<file path="config.mk">
export PLATFORM = sky130hd
export DESIGN_NAME = compact_index_decoder_unit
export DESIGN_NICKNAME = d
export VERILOG_FILES = /design/src/hdl/cid_pkg.sv /design/src/hdl/cid_input_stage.sv /design/src/hdl/cid_decode_core.sv /design/src/hdl/cid_output_stage.sv /design/src/hdl/compact_index_decoder_unit.sv
export SDC_FILE = /design/constraint.sdc
export NUM_CORES = 1
export LEC_CHECK = 0
export BUFFER_PORTS_ARGS = -buffer_cell sky130_fd_sc_hd__buf_4
export CAP_MARGIN = 10
export CORE_MARGIN = 8
export CORE_UTILIZATION = 40
export DETAILED_ROUTE_END_ITERATION = 12
export GPL_ROUTABILITY_DRIVEN = 1
export PLACE_DENSITY = 0.6
export SYNTH_ARGS = -nofsm -noshare
export SYNTH_HDL_FRONTEND = slang
export SYNTH_SLANG_ARGS = --single-unit
</file>
<file path="constraint.sdc">
create_clock -name clk_i -period 3.7 [get_ports clk_i]
set_input_delay 0.37 -clock clk_i [delete_from_list [all_inputs] [get_ports clk_i]]
set_output_delay 0.37 -clock clk_i [all_outputs]
set_load 0.05 [all_outputs]
</file>
<file path="src/hdl/cid_pkg.sv">
// ----------------------------------------------------------------------------
// cid_pkg
// shared types and constants of the compact index decoder
// ----------------------------------------------------------------------------
package cid_pkg;

  localparam int unsigned ByteW   = 8;
  localparam int unsigned ValueW  = 32;
  localparam int unsigned AccW    = 31;
  localparam int unsigned PosW    = 3;
  localparam int unsigned StatusW = 2;

  // first byte fields
  localparam int unsigned FirstSignBit = 7;
  localparam int unsigned FirstMoreBit = 6;
  localparam int unsigned FirstValW    = 6;

  // continuation byte fields
  localparam int unsigned NextMoreBit = 7;
  localparam int unsigned NextValW    = 7;

  // last continuation byte carries at most four payload bits
  localparam logic [NextValW-1:0] LastPayloadMax = 7'h0f;
  localparam logic [PosW-1:0]     LastPos        = 3'd4;
  localparam logic [PosW-1:0]     MaxBytes       = 3'd5;

  typedef enum logic [StatusW-1:0] {
    STATUS_OK       = 2'd0,
    STATUS_OVERFLOW = 2'd1,
    STATUS_TOO_LONG = 2'd2
  } status_e;

  typedef struct packed {
    logic               valid;
    logic [ValueW-1:0]  value;
    status_e            status;
  } result_t;

endpackage

</file>
<file path="src/hdl/cid_input_stage.sv">
// ----------------------------------------------------------------------------
// cid_input_stage
// input register for one byte beat, held while the decoder cannot advance
// ----------------------------------------------------------------------------
module cid_input_stage (
  input  logic                      clk_i,
  input  logic                      rst_ni,
  input  logic                      in_valid_i,
  output logic                      in_stall_o,
  input  logic [cid_pkg::ByteW-1:0] data_byte_i,
  input  logic                      advance_i,
  output logic                      byte_valid_o,
  output logic [cid_pkg::ByteW-1:0] byte_o
);

  logic                      valid_q, valid_d;
  logic [cid_pkg::ByteW-1:0] byte_q;
  logic                      load;

  // free slot, or the held beat leaves this cycle
  assign in_stall_o = valid_q && !advance_i;
  assign load       = in_valid_i && !in_stall_o;

  always_comb begin
    valid_d = valid_q;
    if (load) begin
      valid_d = 1'b1;
    end else if (advance_i) begin
      valid_d = 1'b0;
    end
  end

  always_ff @(posedge clk_i or negedge rst_ni) begin
    if (!rst_ni) begin
      valid_q <= 1'b0;
    end else begin
      valid_q <= valid_d;
    end
  end

  always_ff @(posedge clk_i) begin
    if (load) begin
      byte_q <= data_byte_i;
    end
  end

  assign byte_valid_o = valid_q;
  assign byte_o       = byte_q;

endmodule

</file>
<file path="src/hdl/cid_decode_core.sv">
// ----------------------------------------------------------------------------
// cid_decode_core
// per-byte decode step with the accumulator, position and sign registers
// ----------------------------------------------------------------------------
module cid_decode_core (
  input  logic                      clk_i,
  input  logic                      rst_ni,
  input  logic                      step_i,
  input  logic [cid_pkg::ByteW-1:0] byte_i,
  output cid_pkg::result_t          result_o
);

  localparam int unsigned WideW = cid_pkg::AccW + cid_pkg::NextValW;

  logic [cid_pkg::AccW-1:0]     acc_q, acc_d;
  logic [cid_pkg::PosW-1:0]     pos_q, pos_d;
  logic                         sign_q, sign_d;

  logic                         first;
  logic [cid_pkg::NextValW-1:0] payload;
  logic                         more;
  logic [WideW-1:0]             shifted;
  logic [cid_pkg::AccW-1:0]     acc_next;
  logic [cid_pkg::AccW-1:0]     mag;
  logic                         neg;
  logic [cid_pkg::ValueW-1:0]   mag_ext;

  assign first   = (pos_q == '0) || (pos_q >= cid_pkg::MaxBytes);
  assign payload = byte_i[cid_pkg::NextValW-1:0];
  assign more    = byte_i[cid_pkg::NextMoreBit];

  // continuation payload placed above the bits gathered so far
  always_comb begin
    unique case (pos_q)
      3'd1:    shifted = {{(WideW-cid_pkg::NextValW){1'b0}}, payload} << 6;
      3'd2:    shifted = {{(WideW-cid_pkg::NextValW){1'b0}}, payload} << 13;
      3'd3:    shifted = {{(WideW-cid_pkg::NextValW){1'b0}}, payload} << 20;
      3'd4:    shifted = {{(WideW-cid_pkg::NextValW){1'b0}}, payload} << 27;
      default: shifted = '0;
    endcase
  end

  assign acc_next = acc_q | shifted[cid_pkg::AccW-1:0];

  always_comb begin
    acc_d           = acc_q;
    pos_d           = pos_q;
    sign_d          = sign_q;
    mag             = '0;
    neg             = 1'b0;
    result_o.valid  = 1'b0;
    result_o.status = cid_pkg::STATUS_OK;
    if (first) begin
      sign_d = byte_i[cid_pkg::FirstSignBit];
      acc_d  = {{(cid_pkg::AccW-cid_pkg::FirstValW){1'b0}},
                byte_i[cid_pkg::FirstValW-1:0]};
      if (!byte_i[cid_pkg::FirstMoreBit]) begin
        result_o.valid = 1'b1;
        mag            = acc_d;
        neg            = sign_d;
      end else begin
        pos_d = 3'd1;
      end
    end else if ((pos_q == cid_pkg::LastPos) && (payload > cid_pkg::LastPayloadMax)) begin
      result_o.valid  = 1'b1;
      result_o.status = cid_pkg::STATUS_OVERFLOW;
    end else if (!more) begin
      result_o.valid = 1'b1;
      mag            = acc_next;
      neg            = sign_q;
    end else if (pos_q == cid_pkg::LastPos) begin
      result_o.valid  = 1'b1;
      result_o.status = cid_pkg::STATUS_TOO_LONG;
    end else begin
      acc_d = acc_next;
      pos_d = pos_q + 3'd1;
    end
    // every result restarts decoding
    if (result_o.valid) begin
      acc_d  = '0;
      pos_d  = '0;
      sign_d = 1'b0;
    end
    mag_ext        = {1'b0, mag};
    result_o.value = neg ? (~mag_ext + 32'd1) : mag_ext;
  end

  always_ff @(posedge clk_i or negedge rst_ni) begin
    if (!rst_ni) begin
      acc_q  <= '0;
      pos_q  <= '0;
      sign_q <= 1'b0;
    end else if (step_i) begin
      acc_q  <= acc_d;
      pos_q  <= pos_d;
      sign_q <= sign_d;
    end
  end

endmodule

</file>
<file path="src/hdl/cid_output_stage.sv">
// ----------------------------------------------------------------------------
// cid_output_stage
// result register towards the receiver
// ----------------------------------------------------------------------------
module cid_output_stage (
  input  logic                               clk_i,
  input  logic                               rst_ni,
  input  logic                               load_i,
  input  cid_pkg::result_t                   result_i,
  output logic                               free_o,
  output logic                               out_valid_o,
  input  logic                               out_stall_i,
  output logic signed [cid_pkg::ValueW-1:0]  value_o,
  output logic [cid_pkg::StatusW-1:0]        status_o
);

  logic                        valid_q, valid_d;
  logic [cid_pkg::ValueW-1:0]  value_q;
  cid_pkg::status_e            status_q;
  logic                        write;

  // slot is free when empty or its beat is taken this cycle
  assign free_o = !valid_q || !out_stall_i;
  assign write  = load_i && result_i.valid;

  always_comb begin
    valid_d = valid_q;
    if (write) begin
      valid_d = 1'b1;
    end else if (valid_q && !out_stall_i) begin
      valid_d = 1'b0;
    end
  end

  always_ff @(posedge clk_i or negedge rst_ni) begin
    if (!rst_ni) begin
      valid_q <= 1'b0;
    end else begin
      valid_q <= valid_d;
    end
  end

  always_ff @(posedge clk_i) begin
    if (write) begin
      value_q  <= result_i.value;
      status_q <= result_i.status;
    end
  end

  assign out_valid_o = valid_q;
  assign value_o     = value_q;
  assign status_o    = status_q;

endmodule

</file>
<file path="src/hdl/compact_index_decoder_unit.sv">
// ----------------------------------------------------------------------------
// compact_index_decoder_unit
// signed compact index decoder, unless stalled one byte beat per cycle
// ----------------------------------------------------------------------------
// usage
//   input channel : in_valid_i / in_stall_o with data_byte_i, one stream byte
//                   per beat; the first byte of an integer holds sign, continue
//                   flag and six value bits, later bytes seven bits each
//   output channel: out_valid_o / out_stall_i with value_o and status_o;
//                   one beat per finished integer or per error
//   status        : ok, overflow in the fourth continuation byte, or too long;
//                   value is zero for errors and decoding restarts at the next
//                   byte
//   path          : an accepted byte waits in the input register; the decode
//                   step then fills the result register, which offers it
//   throughput    : one byte per cycle while the result register is free,
//                   set by the single decode step between the two registers
//   stall         : while the result register is full and stalled, the decode
//                   step holds; the input register still takes one more byte
//                   if it is empty, then in_stall_o rises
//   reset         : rst_ni clears both valid flags and the decode state, so
//                   the next byte is taken as a first byte
// ----------------------------------------------------------------------------
module compact_index_decoder_unit (
  input  logic                               clk_i,
  input  logic                               rst_ni,
  input  logic                               in_valid_i,
  output logic                               in_stall_o,
  input  logic [cid_pkg::ByteW-1:0]          data_byte_i,
  output logic                               out_valid_o,
  input  logic                               out_stall_i,
  output logic signed [cid_pkg::ValueW-1:0]  value_o,
  output logic [cid_pkg::StatusW-1:0]        status_o
);

  logic                      byte_valid;
  logic [cid_pkg::ByteW-1:0] byte_held;
  logic                      out_free;
  logic                      step;
  cid_pkg::result_t          result;

  // a held byte is decoded when the result slot can take what it may produce
  assign step = byte_valid && out_free;

  cid_input_stage u_input (
    .clk_i        (clk_i),
    .rst_ni       (rst_ni),
    .in_valid_i   (in_valid_i),
    .in_stall_o   (in_stall_o),
    .data_byte_i  (data_byte_i),
    .advance_i    (step),
    .byte_valid_o (byte_valid),
    .byte_o       (byte_held)
  );

  cid_decode_core u_core (
    .clk_i    (clk_i),
    .rst_ni   (rst_ni),
    .step_i   (step),
    .byte_i   (byte_held),
    .result_o (result)
  );

  cid_output_stage u_output (
    .clk_i       (clk_i),
    .rst_ni      (rst_ni),
    .load_i      (step),
    .result_i    (result),
    .free_o      (out_free),
    .out_valid_o (out_valid_o),
    .out_stall_i (out_stall_i),
    .value_o     (value_o),
    .status_o    (status_o)
  );

  // error beats carry a zero value
  a_error_zero : assert property (@(posedge clk_i) disable iff (!rst_ni)
    (out_valid_o && (status_o != cid_pkg::STATUS_OK)) |-> (value_o == '0))
    else $error("error beat with non-zero value");

  // only the three defined status codes leave the block
  a_status_code : assert property (@(posedge clk_i) disable iff (!rst_ni)
    out_valid_o |-> ((status_o == cid_pkg::STATUS_OK) ||
                     (status_o == cid_pkg::STATUS_OVERFLOW) ||
                     (status_o == cid_pkg::STATUS_TOO_LONG)))
    else $error("undefined status code");

  // input back-pressure only comes from a stalled full result register
  a_stall_cause : assert property (@(posedge clk_i) disable iff (!rst_ni)
    in_stall_o |-> (out_valid_o && out_stall_i))
    else $error("input stalled without output back-pressure");

endmodule
</file>
Word-level counts from Yosys, hierarchy flattened
Cells that the tools add are included.
{"block": "classes", "n_eq_ne": 7, "n_lt_le_gt_ge": 2, "addsub": 2, "bitwise_logic": 3, "n_mux": 35, "reduce_logical": 21}
{"cell": "2-to-1 mux 31 bit", "count": 9}
{"cell": "case mux 31 bit (4 select lines)", "count": 1}
{"cell": "adder 32 x 1 -> 32 bit (second input constant)", "count": 1}
{"cell": "NOT 31 -> 32 bit", "count": 1}
{"cell": "OR 31 bit", "count": 1}
{"cell": "2-to-1 mux 3 bit", "count": 6}
{"cell": "2-to-1 mux 1 bit", "count": 17}
{"cell": "greater-than comparator 7 x 4 -> 1 bit (second input constant)", "count": 1}
{"cell": "== test 3 x 2 -> 1 bit (second input constant)", "count": 2}
{"cell": "logical AND 1 bit", "count": 6}
{"cell": "2-to-1 mux 6 bit", "count": 1}
{"cell": "inequality test 3 x 1 -> 1 bit (second input constant)", "count": 2}
{"cell": "nonzero test 2 bit", "count": 3}
{"cell": "AND reduction 5 bit", "count": 1}
{"cell": "logical NOT 1 bit", "count": 4}
{"cell": "AND reduction 4 bit", "count": 1}
{"cell": "adder 3 x 1 -> 3 bit (second input constant)", "count": 1}
{"cell": "== test 3 x 1 -> 1 bit (second input constant)", "count": 1}
{"cell": "== test 3 bit (second input constant)", "count": 1}
{"cell": "greater-or-equal comparator 3 bit (second input constant)", "count": 1}
{"cell": "logical NOT 3 bit", "count": 1}
{"cell": "inequality test 3 x 2 -> 1 bit (second input constant)", "count": 1}
{"cell": "nonzero test 3 bit", "count": 1}
{"cell": "OR reduction 3 bit", "count": 1}
{"cell": "4 further kinds", "count": 5}
{"block": "totals", "ff_bits": 79, "inputBits": 12, "word_cells": 80, "output_inout_bits": 36}

Depth between registers and ports, before layout
Gate-level depths: netlist of the first run.
{"block": "depth", "depth_word": 9, "ltp_mapped": 13, "mapped_depth_nobuf": 11}

Cells and area by module
From an unflattened synthesis of the first run, not the netlist that was laid out.
{"block": "hier_totals", "cells_unflattened": 474, "area_unflattened_um2": 4624.4}
{"mod": "cid_decode_core", "cells_each": 422, "n_inst": 1, "area_each_um2": 3255.6, "seq_area_each_um2": 875.8}
{"mod": "cid_output_stage", "cells_each": 38, "n_inst": 1, "area_each_um2": 1064.8, "seq_area_each_um2": 1046.0}
{"mod": "cid_input_stage", "cells_each": 13, "n_inst": 1, "area_each_um2": 297.8, "seq_area_each_um2": 265.3}
{"mod": "compact_index_decoder_unit", "cells_each": 1, "n_inst": 1, "area_each_um2": 6.3, "seq_area_each_um2": 0.0}

Worst setup path after synthesis of the first run
No wires, ideal clock.
{"block": "synth_timing", "kind": "register to register", "startpoint": "reg u_core.pos_q[0] (netlist bit)", "endpoint": "reg u_output.status_q[0] (netlist: u_output.status_o[0]) (enable)", "stages_incl_launch_ff": 10, "slack_ns": 0.077, "setup_time_ns": 0.425, "required_ns": 3.275, "n_path_buf": 1, "arrival_time_ns": 3.197, "synth_period_minus_slack_ns": 3.623, "cell_sequence": "dfrtp_1 > inv_1 > ha_1 > nor2_1 > or2_2 > nand2_1 > nor2_1 > or2_2 > clkbuf_1 > nor2_1"}
{"block": "synth_between", "elab_chain_cells": 6, "word_cells_on_any_way": 10, "cone_classes": "order compare: 1; eq/ne: 1; mux: 4; reduce/logical: 4"}
{"element": "from (decl)", "line_no": "cid_decode_core.sv:16", "text": "logic [cid_pkg::PosW-1:0] pos_q, pos_d;"}
{"element": "from (signal assigned)", "line_no": "cid_decode_core.sv:95", "text": "pos_q <= pos_d;"}
{"element": "== test 3 bit", "line_no": "cid_decode_core.sv:64, cid_decode_core.sv:71"}
{"element": "2-to-1 mux 1 bit", "line_no": "cid_decode_core.sv:71", "text": "end else if (pos_q == cid_pkg::LastPos) begin"}
{"element": "2-to-1 mux 1 bit", "line_no": "cid_decode_core.sv:67", "text": "end else if (!more) begin"}
{"element": "2-to-1 mux 1 bit", "line_no": "cid_decode_core.sv:64", "text": "end else if ((pos_q == cid_pkg::LastPos) && (payload > cid_pkg::LastPayloadMax)) begin"}
{"element": "2-to-1 mux 1 bit (*)", "line_no": "cid_decode_core.sv:53", "text": "if (first) begin"}
{"element": "logical AND 1 bit (*)", "line_no": "cid_output_stage.sv:24", "text": "assign write = load_i && result_i.valid;"}
{"element": "to (signal assigned)", "line_no": "cid_output_stage.sv:46", "text": "status_q <= result_i.status;"}
{"element": "to (decl)", "line_no": "cid_output_stage.sv:19", "text": "cid_pkg::status_e status_q;"}
Mark *: on every way between the ends. The rest lies on a longest branch, timed or not.
A chain may end at the register's enable or synchronous reset.

==> results of run 1 <==
==> cells in the mapped netlist, types with 6 or more instances <==
cell type and number:
a21oi_1 66, a22o_1 6, a22oi_1 6, a31oi_1 8, and2_1 8, clkbuf_1 22
dfrtp_1 37, edfxtp_1 42, ha_1 7, inv_1 8, nand2_1 50, nand3_1 17
nor2_1 52, nor3_1 10, o21ai_0 32, o31ai_1 6, o32ai_1 6, xor2_1 6
==> metrics by stage <==
stage / power [mW] / utilization / instances
final: 3.95 / 0.476 / 666
after global routing: 4.21 / 0.476 / 666
after CTS: 3.96 / 0.476 / 666
after detailed placement: 3.38 / 0.459 / 649
after global placement: 3.36 / 0.459 / 649
after floorplan: 2.83 / - / 476
==> final timing paths <==
| path | slack (ps) | cells after the start | to |
|---|---|---|---|
| worst max-delay path | 350 | 11 | u_output.value_o[12] |
| worst min-delay path | 160 | 1 | u_input.byte_o[0] |
| worst max register to register | 350 | 11 | u_output.value_o[12] |
| worst min register to register | 530 | 2 | u_core.acc_q[23] |
| max in group asynchronous | 2850 | 2 | u_core.acc_q[12] |
| min in group asynchronous | 500 | 2 | u_input.byte_valid_o |
==> area by class of cell <==
class / count / area, sq um
Clock buffer: 9 / 124
Clock inverter: 7 / 48.8
Fill cell: 1028 / 5680
Inverter: 8 / 30.0
Multi-Input combinational cell: 359 / 2110
Sequential cell: 79 / 2190
Tap cell: 140 / 175
Timing Repair Buffer: 64 / 483
==> power breakdown <==
part	internal (mW)	switching [mW]	leakage [nW]	total (mW)
clock	0.243	0.331	0.0872	0.575
combinational	0.646	1.41	1.09	2.05
sequential	1.19	0.137	0.911	1.32
==> sequential cells by signal, indices dropped and copies added (netlist names) <==
signal	count
u_output.status_o	2
u_core.pos_q	3
u_input.byte_o	8
u_core.sign_q	1
u_output.out_valid_o	1
u_output.value_o	32
u_core.acc_q	31
u_input.byte_valid_o	1
==> layer usage <==
layer,vias to the layer above,global-route usage,routed length (um)
met5,-,0,0
met4,0,0.0686,247
met3,19,0.0363,981
met2,172,0.244,5340
met1,1887,0.240,5610
li1,1850,-,-
==> critical path, delay by kind of cell (launching register included) <==
| family | cells | cell delay, ps |
|---|---|---|
| AO/OA/AOI/OAI | 8 | 2010 |
| adder cells (fa/ha/maj) | 2 | 490 |
| buffers and inverters | 1 | 120 |
| flip-flops | 1 | 460 |
==> kinds of logic after synthesis <==
group,after synthesis,synth area share
fa+ha+maj,7,0.0197
xor+xnor,11,0.0216
compound gates,168,0.250
mux,1,0.00225
simple gates,172,0.181
flops,79,0.491
buf+inv,38,0.0343
==> what timing repair did <==
item,4_1_cts,5_1_grt
endpoints found under the hold margin,37,0
hold buffers,1,0
gates resized for setup,0,0
==> key figures, run 1 <==
Critical path
  • CP dominant cell by count: ha_1
  • Critical Path Max Stage Delay: 460 ps
  • CP Data Arrival Time: 3460 ps
  • Slowest cell on crit path: dfrtp_1
  • Crit end category: register
  • Critical path origin: u_core.pos_q[0]
  • CP Data Required Time: 3810 ps
  • CP cell instances: inv_1 > ha_1 > o311ai_0 > o211a_1 > a22oi_1 > ha_1 > o221ai_1 > a21oi_2 > o21ai_0 > a21oi_1 > o32ai_1
  • Worst r2r src: u_core.pos_q[0]
  • CP Max Fanout: 10
  • Crit path launch type: register
  • Crit path kind: register to register

Die
  • Die area: 14800 sq um
  • Starting Density: 0.411
  • Core box area: 10800 sq um
  • Top-Level Pins: 48
  • Core Rows: 38
  • Overall die height: 121 um
  • Die width: 121 um

Finish
  • NumNets Final: 540
  • Most common cell after layout, fill and taps aside: a21oi_1
  • Share of cells above drive strength 1: 0.177
  • Most frequent cells in the layout: 66 x a21oi_1, 63 x buf_4, 51 x nor2_1
  • Finished Cell Area: 5160 sq um
  • Diodes inserted: 0
  • Area growth, synth to finish: 16.0%

Timing
  • Fin crit period: 3350 ps
  • Period utilization: 0.904
  • Setup TNS: 0 ps
  • Clock Skew: 13.3 ps
  • Fin worst setup slack: 354 ps
  • Fmax: 0.299 GHz
  • Slew headroom: 0.450
  • Worst Tran Pin Value: 823 ps
  • RSZ-0062 raised after global routing: false
  • Final Max Slew Viols: 0
  • Hold Slack: 164 ps
  • Hold Fails Final Rpt: 0
  • Final Setup Violations: 0

Placed design
  • Post-DP HPWL: 8.84 mm
  • Placed Area: 4980 sq um
  • IO Port Bufs: 47
  • Routability cong.: 0.912
  • Setup WS pre-CTS: 472 ps

CTS
  • CTS clk-pin slew, worst paths: 90 ps
  • Worst-skew pair later-pin latency: 380 ps
  • Max Buffers Root-to-Sink: 2
  • Buffer count from post-CTS setup fixing: 0
  • TritonCTS clock tree: built
  • CTS Buf Count: 9
  • Sink Count: 79
  • CTS root buffer: clkbuf_8
  • H-tree depth reported by CTS: 3

Drt
  • Routed Antenna Nets: 0
  • Initial DRC Count: 348
  • Routed vias: 3928
  • Initial DRT Pass Iterations: 5
  • Routed WL per cell: 18.3 um
  • Vias/cell: 5.90
  • DRC Markers: 0
  • Routed WL: 12.2 mm

Power and ir drop
  • Pwr Density: 766 nW/um^2
  • Lkg Pwr: 2.09 nW
  • Worst vdd ir: 0.311 mV

Synthesis
  • Post-synth EDFFs: 42
  • Ys flop type: edfxtp_1
  • Synth area leaders: edfxtp_1 28%, dfrtp_1 21%, a21oi_1 7.4%
  • Post-synth ARST share: 0.468
  • Mapped cell area: 4450 sq um
  • Post-synthesis sequential area ratio: 0.491
  • Ys Warns: 0
  • Library cells used by synthesis: 59
  • Cells after synthesis: 476
  • Flops & latches, synth: 79
  • Mapped Avg Cell Area: 9.35 sq um
  • Synthesized net count: 495
  • Top-area cell type share of the netlist area: 0.283
  • Largest area contributor in the netlist: edfxtp_1

Min path
  • Hold Path Class: input pin to register
  • Hold Crit Start: data_byte_i[0]

Global routing
  • First-pass GRT wire length: 19.5 mm
  • Vias in the first global route: 3586
  • Global Route Usage Sum: 0.169
  • Initial antenna violation count: 0
  • Total grt overflow: 0
  • Largest net degree at the start of global routing: 38

Status
  • Status: completed

Job
  • Max-Cap Viols: 0
(Power assumes the default switching activity.)
==> inputs of run 2 (changes only) <==
--- a/config.mk
+++ b/config.mk
@@ -5,6 +5,7 @@
 export SDC_FILE = /design/constraint.sdc
 export NUM_CORES = 1
 export LEC_CHECK = 0
+export ABC_AREA = 1
 export BUFFER_PORTS_ARGS = -buffer_cell sky130_fd_sc_hd__buf_4
 export CAP_MARGIN = 10
 export CORE_MARGIN = 8
==> key figures, run 2 <==
CTS
  • Cts-stage hold buffer count: 0 (-1)
  • CTS Buf Count: 9 (unchanged)
  • Buffer count from post-CTS setup fixing: 0 (unchanged)
  • Sink Count: 79 (unchanged)
  • Max Buffers Root-to-Sink: 2 (unchanged)
  • H-tree depth reported by CTS: 3 (unchanged)
  • TritonCTS clock tree: built
  • CTS root buffer: clkbuf_16
  • Worst-skew pair later-pin latency: 340 ps (-40 ps)
  • CTS clk-pin slew, worst paths: 60 ps (-30 ps)
  • CTS resizes: 0 (unchanged)

Timing
  • Fin crit period: 2910 ps (-436 ps)
  • Slew headroom: 0.594 (+0.143)
  • Worst Tran Pin Value: 603 ps (-220 ps)
  • Final Max Slew Viols: 0 (unchanged)
  • Hold Slack: -18.1 ps (-182 ps)
  • Clock Skew: 7.83 ps (-5.46 ps)
  • RSZ-0062 raised after global routing: false
  • Period utilization: 0.786 (-0.118)
  • Setup TNS: 0 ps (unchanged)
  • Fmax: 0.344 GHz (+15%)
  • Hold Fails Final Rpt: 15 (+15)
  • Final Setup Violations: 0 (unchanged)

Finish
  • Diodes inserted: 0 (unchanged)
  • Largest register FFs: 32 (unchanged)
  • Most frequent cells in the layout: 133 x nand2_1, 81 x inv_1, 51 x buf_4
  • Finished Cell Area: 5300 sq um (+2.6%)
  • Share of cells above drive strength 1: 0.191 (+0.0143)
  • NumNets Final: 600 (+11%)
  • Fin util: 0.472 (-0.00432)
  • Area growth, synth to finish: 17.0%
  • Most common cell after layout, fill and taps aside: nand2_1

Synthesis
  • Synth area leaders: edfxtp_1 28%, dfrtp_1 20%, nand2_1 11%
  • Post-synth top cells: 133 x nand2_1, 81 x inv_1, 49 x nor2_1, 42 x edfxtp_1, 39 x o21ai_0
  • Library cells used by synthesis: 41 (-31%)
  • Mapped Avg Cell Area: 8.50 sq um (-9.2%)
  • Post-synth EDFFs: 42 (unchanged)
  • Most numerous cell in the Yosys netlist: nand2_1
  • Post-synthesis sequential area ratio: 0.483 (-0.00828)
  • Top-area cell type share of the netlist area: 0.279 (-0.00478)
  • Post-synth ARST share: 0.468 (unchanged)
  • Ys Warns: 0 (unchanged)
  • Mapped cell area: 4530 sq um (+1.7%)
  • Synthesized net count: 552 (+12%)
  • Flops & latches, synth: 79 (unchanged)
  • Ys flop type: edfxtp_1
  • Largest area contributor in the netlist: edfxtp_1
  • Cells after synthesis: 533 (+12%)

Critical path
  • CP Data Required Time: 3800 ps (about the same)
  • Crit path kind: register to register
  • CP Max Fanout: 25 (+15)
  • Crit end category: register
  • CP cell instances: inv_1 > ha_1 > nor2_1 > nand2_4 > nand2_8 > inv_6 > a32oi_2 > inv_2 > o21ai_0 > nand3_1 > nand2_1 > nand2_1
  • Critical Path Max Stage Delay: 520 ps (+60 ps)
  • R2R cell count: 12 (+1)
  • Slowest cell on crit path: a32oi_2
  • CP Data Arrival Time: 3010 ps (-450 ps)
  • Worst r2r src: u_core.pos_q[1]
  • CP top delay family: compound AO/OA/AOI/OAI gates
  • Crit path launch type: register
  • CP dominant cell by count: nand2_1
  • R2R setup slack: 790 ps (+440 ps)
  • Reg2reg end: u_output.value_o[13]
  • Buffers & Inverters on Critical Path: 3 (+2)

Drt
  • Routed Antenna Nets: 0 (unchanged)
  • Initial DRT Pass Iterations: 4 (-1)
  • Routed WL per cell: 14.1 um (-23%)
  • Vias/cell: 4.88 (-17%)
  • DRC Markers: 0 (unchanged)
  • Routed WL: 10.3 mm (-15%)
  • Routed vias: 3559 (-9.4%)
  • Initial DRC Count: 282 (-19%)

Global routing
  • First-pass GRT wire length: 17.2 mm (-12%)
  • Total grt overflow: 0 (unchanged)
  • Largest net degree at the start of global routing: 38 (unchanged)
  • Vias in the first global route: 3515 (-2.0%)
  • Global Route Usage Sum: 0.147 (-0.0224)
  • Initial antenna violation count: 0 (unchanged)

Die
  • Core box area: 11200 sq um (+3.5%)
  • Die width: 122 um (+0.74%)
  • Core Rows: 39 (+2.6%)
  • Die area: 15000 sq um (+1.5%)
  • Top-Level Pins: 48 (unchanged)
  • Overall die height: 122 um (+0.74%)
  • Starting Density: 0.403 (-0.00721)

Power and ir drop
  • Lkg Pwr: 2.54 nW (+22%)
  • Pwr Density: 793 nW/um^2 (+3.6%)
  • Worst vdd ir: 0.334 mV (+7.5%)

Placed design
  • Post-DP HPWL: 7.71 mm (-13%)
  • Routability cong.: 0.893 (-2.0%)
  • Placed Area: 4990 sq um (+0.25%)
  • IO Port Bufs: 47 (unchanged)

Status
  • Failing checks: negative hold slack
  • Status: finished with violations

Min path
  • Hold Path Class: input pin to asynchronous set/reset pin

Job
  • Max-Cap Viols: 0 (unchanged)
==> run 2: changes by cell type in the layout (fill, tap and decap cells not counted), moves of 8 or more <==
| cell | previous run | this run |
|---|---|---|
| nor3_1 | 10 | 1 |
| clkbuf_16 | 0 | 9 |
| clkbuf_8 | 9 | 0 |
| a31oi_1 | 8 | 0 |
| nand2_1 | 50 | 133 |
| buf_4 | 63 | 51 |
| inv_1 | 8 | 81 |
| a21oi_1 | 66 | 8 |
| and2_1 | 8 | 0 |
| nand4_1 | 3 | 12 |
| nor2_4 | 0 | 10 |
| nand3_1 | 17 | 27 |
==> run 2: layout make-up <==
| class | count | area [sq um] |
|---|---|---|
| Multi-Input combinational cell | 352 | 1910 |
| Tap cell | 143 | 179 |
| Sequential cell | 79 | 2190 |
| Clock inverter | 7 | 78.8 |
| Timing Repair Buffer | 51 | 383 |
| Inverter | 88 | 337 |
| Clock buffer | 9 | 225 |
| Fill cell | 1111 | 5930 |
==> run 2: layer usage <==
| metal | vias to the layer above | global-route usage | part of all wire |
|---|---|---|---|
| li1 | 1806 | - | - |
| met1 | 1674 | 0.191 | 0.47 |
| met2 | 73 | 0.230 | 0.46 |
| met3 | 6 | 0.0400 | 0.056 |
| met4 | 0 | 0.0548 | 0.0098 |
| met5 | - | 0 | 0 |
==> run 2: how the worst max path moves through the flow <==
stage / start / endpoint / slack, ps / depth (start not counted)
2_1_floorplan: u_core.pos_q[1] / u_output.status_o[0] / 460 / 11
3_5_place_dp: u_core.pos_q[1] / u_output.value_o[9] / 840 / 11
4_1_cts: u_core.pos_q[1] / u_output.value_o[9] / 810 / 11
6_report: u_core.pos_q[1] / u_output.value_o[13] / 790 / 12
5_1_grt: u_core.pos_q[0] / u_output.value_o[29] / 510 / 13
3_3_place_gp: u_core.pos_q[1] / u_output.value_o[29] / 920 / 12
==> run 2: power breakdown <==
group          switching [mW]  internal, mW  total, mW  leakage (nW)
sequential             0.0790          1.22       1.30         0.909
combinational            1.45         0.547       1.99          1.49
clock                   0.377         0.529      0.906         0.139
total                    1.90          2.30       4.20          2.54
==> run 2: logic make-up (layout without fill, tap and decap cells) <==
logic type	Yosys count	after routing	synth area share
compound gates	69	69	0.0887
buf+inv	102	155	0.0964
simple gates	258	258	0.276
xor+xnor	18	18	0.0365
flops	79	79	0.483
fa+ha+maj	7	7	0.0193
==> run 2: per-stage QoR <==
stage	hold WS [ps]	power, mW	cells	setup WS, ps
after floorplan	74.4	2.87	533	461
after global placement	373	3.29	713	921
after detailed placement	374	3.32	713	836
after CTS	3.15	4.23	729	805
after global routing	23.5	4.46	729	514
final	-18.1	4.20	729	790
==> inputs of run 3 (changes only) <==
--- a/config.mk
+++ b/config.mk
@@ -12,7 +12,7 @@
 export CORE_UTILIZATION = 40
 export DETAILED_ROUTE_END_ITERATION = 12
 export GPL_ROUTABILITY_DRIVEN = 1
-export PLACE_DENSITY = 0.6
+export PLACE_DENSITY = 0.58
 export SYNTH_ARGS = -nofsm -noshare
 export SYNTH_HDL_FRONTEND = slang
 export SYNTH_SLANG_ARGS = --single-unit
==> constraint.sdc (replaced) <==
create_clock -name clk_i -period 2.95 [get_ports clk_i]
set_input_delay 0.295 -clock clk_i [delete_from_list [all_inputs] [get_ports clk_i]]
set_output_delay 0.295 -clock clk_i [all_outputs]
set_load 0.05 [all_outputs]
==> key figures, run 3 (synthesis results as in run 2) <==
Status
  • Status: completed

Critical path
  • CP dominant cell by count: nand2_1
  • Worst r2r src: u_core.pos_q[0]
  • Crit path kind: register to register
  • CP cell instances: inv_1 > ha_1 > nand2_2 > clkinv_2 > nand2_4 > nand3_4 > o21a_1 > ha_1 > inv_1 > nor2_1 > nand2_2 > nor2_4 > nand3_2 > nand2_4 > nand2_1 > nand2_1 > nand2_1
  • R2R cell count: 17 (+5)
  • CP Data Required Time: 3050 ps (-750 ps)
  • Critical Path Max Stage Delay: 420 ps (-100 ps)
  • CP Max Fanout: 10 (-60%)
  • CP Data Arrival Time: 2790 ps (-220 ps)
  • Crit end category: register
  • Crit path launch type: register
  • Reg2reg end: u_output.value_o[28]
  • R2R setup slack: 260 ps (-530 ps)
  • Slowest cell on crit path: dfrtp_1

Die
  • Starting Density: 0.403 (unchanged)
  • Core box area: 11200 sq um (unchanged)
  • Die area: 15000 sq um (unchanged)
  • Top-Level Pins: 48 (unchanged)
  • Overall die height: 122 um (unchanged)
  • Die width: 122 um (unchanged)
  • Core Rows: 39 (unchanged)

Job
  • Max-Cap Viols: 0 (unchanged)

Timing
  • Fin crit period: 2690 ps (-218 ps)
  • Worst Tran Pin Value: 501 ps (-102 ps)
  • Clock Skew: 6.06 ps (-1.77 ps)
  • RSZ-0062 raised after global routing: false
  • Final Setup Violations: 0 (unchanged)
  • Setup TNS: 0 ps (unchanged)
  • Fmax: 0.372 GHz (+8.1%)
  • Slew headroom: 0.662 (+0.0688)
  • Period utilization: 0.912 (+0.126)
  • Hold Fails Final Rpt: 0 (-15)
  • Final Max Slew Viols: 0 (unchanged)

Finish
  • Share of cells above drive strength 1: 0.201 (+0.00989)
  • Most common cell after layout, fill and taps aside: nand2_1
  • Area growth, synth to finish: 18.5%
  • Multi-input gate area: 1910 sq um (+0.13%)
  • Largest register FFs: 32 (unchanged)
  • Most frequent cells in the layout: 133 x nand2_1, 81 x inv_1, 56 x buf_4
  • Fill cells: 1107 (-0.36%)
  • Fin util: 0.478 (+0.00624)
  • NumNets Final: 606 (+1.0%)
  • Sequential Area: 2190 sq um (about the same)
  • Diodes inserted: 0 (unchanged)

CTS
  • H-tree depth reported by CTS: 3 (unchanged)
  • CTS Buf Count: 9 (unchanged)
  • Max Buffers Root-to-Sink: 2 (unchanged)
  • CTS root buffer: clkbuf_16
  • CTS clk-pin slew, worst paths: 60 ps (about the same)
  • Sink Count: 79 (unchanged)
  • Worst-skew pair later-pin latency: 340 ps (about the same)
  • TritonCTS clock tree: built

Drt
  • Routed vias: 3565 (+0.17%)
  • Routed Antenna Nets: 0 (unchanged)
  • Initial DRC Count: 271 (-3.9%)
  • Routed WL: 10.5 mm (+2.0%)
  • Vias/cell: 4.85 (-0.65%)
  • Initial DRT Pass Iterations: 7 (+3)
  • Routed WL per cell: 14.3 um (+1.2%)
  • DRC Markers: 0 (unchanged)

Global routing
  • Global Route Usage Sum: 0.151 (+0.00446)
  • GR Layer Usage met2: 0.237 (+0.00717)
  • Largest net degree at the start of global routing: 38 (unchanged)
  • Total grt overflow: 0 (unchanged)
  • Met1 usage: 0.199 (+0.00861)
  • Layer with the highest usage: met2
  • Vias in the first global route: 3568 (+1.5%)
  • Met3 usage: 0.0331 (-0.00690)
  • Initial antenna violation count: 0 (unchanged)
  • First-pass GRT wire length: 17.8 mm (+3.3%)

Placed design
  • Routability cong.: 0.846 (-5.2%)
  • IO Port Bufs: 47 (unchanged)
  • Post-DP HPWL: 7.75 mm (+0.51%)

Min path
  • Hold Crit Start: data_byte_i[2]
  • Worst Hold Endpoint: u_input.byte_o[2]
  • Hold Path Class: input pin to register
  • Hold Path Depth: 1

Power and ir drop
  • Pwr Density: 1000 nW/um^2 (+27%)
  • Lkg Pwr: 2.58 nW (+1.6%)
  • Worst vdd ir: 0.473 mV (+42%)
run 3: cell types whose count changed in the layout (fill, tap and decap cells not counted):
cell and change:
inv_6 -3, bufinv_16 +1, clkinv_2 +1, nor2_2 +1
dfrtp_1 -1, nor2_1 -1, buf_4 +5, clkinv_4 +2
dlygate4sd3_1 +1, clkinvlp_4 -1, dfrtp_2 +1
run 3: layout make-up:
cell class,count,share of cell area
clock inverter,7,0.0182
sequential,79,0.408
clock buffer,9,0.0420
timing repair buffer,57,0.0802
tap,143,0.0333
inverter,88,0.0627
multi-input combinational,352,0.356
run 3: critical path: cells and delay by family (launching register included):
| kind | cells | cell delay (ps) |
|---|---|---|
| buffers and inverters | 3 | 300 |
| AOI/OAI and AO/OA | 1 | 150 |
| DFF | 1 | 420 |
| adders and majority gates | 2 | 370 |
| and+or+nand+nor | 11 | 1200 |
run 3: report_power, final:
part	switching [mW]	leakage, nW	internal [mW]
clock network	0.467	0.152	0.742
registers	0.103	0.908	1.53
logic	1.82	1.52	0.724
total	2.39	2.58	3.00
run 3: routing by layer:
metal	share of wire	vias up
met5	0	-
met4	0.020	0
li1	-	1814
met1	0.47	1631
met2	0.45	105
met3	0.063	15
run 3: repair_timing:
item,in CTS,in global routing
hold buffers,1,0
hold endpoints to repair,37,0
endpoints found under the setup margin,0,7
resized for setup,0,2
setup buffers,0,1
run 3: per-stage QoR:
| step | hold slack [ps] | total power, mW | instances | setup slack [ps] | area (sq um) |
|---|---|---|---|---|---|
| 2_1_floorplan | -0.591 | 3.60 | 533 | 278 | 4530 |
| 3_3_place_gp | 299 | 4.17 | 717 | 258 | 5020 |
| 3_5_place_dp | 301 | 4.19 | 717 | 166 | 5020 |
| 4_1_cts | 117 | 5.41 | 734 | 148 | 5360 |
| 5_1_grt | 115 | 5.73 | 735 | 13.7 | 5370 |
| 6_report | 127 | 5.39 | 735 | 259 | 5370 |
run 3: worst max path at each step:
stage | slack [ps] | endpoint | cells past startpoint | start
floorplan | 280 | u_output.status_o[0] | 11 | u_core.pos_q[1]
global placement | 260 | u_output.value_o[28] | 18 | u_core.pos_q[1]
detailed placement | 170 | u_output.value_o[28] | 18 | u_core.pos_q[1]
CTS | 150 | u_output.value_o[28] | 18 | u_core.pos_q[1]
global route | 10 | u_output.value_o[14] | 17 | u_core.pos_q[0]
finish | 260 | u_output.value_o[28] | 17 | u_core.pos_q[0]
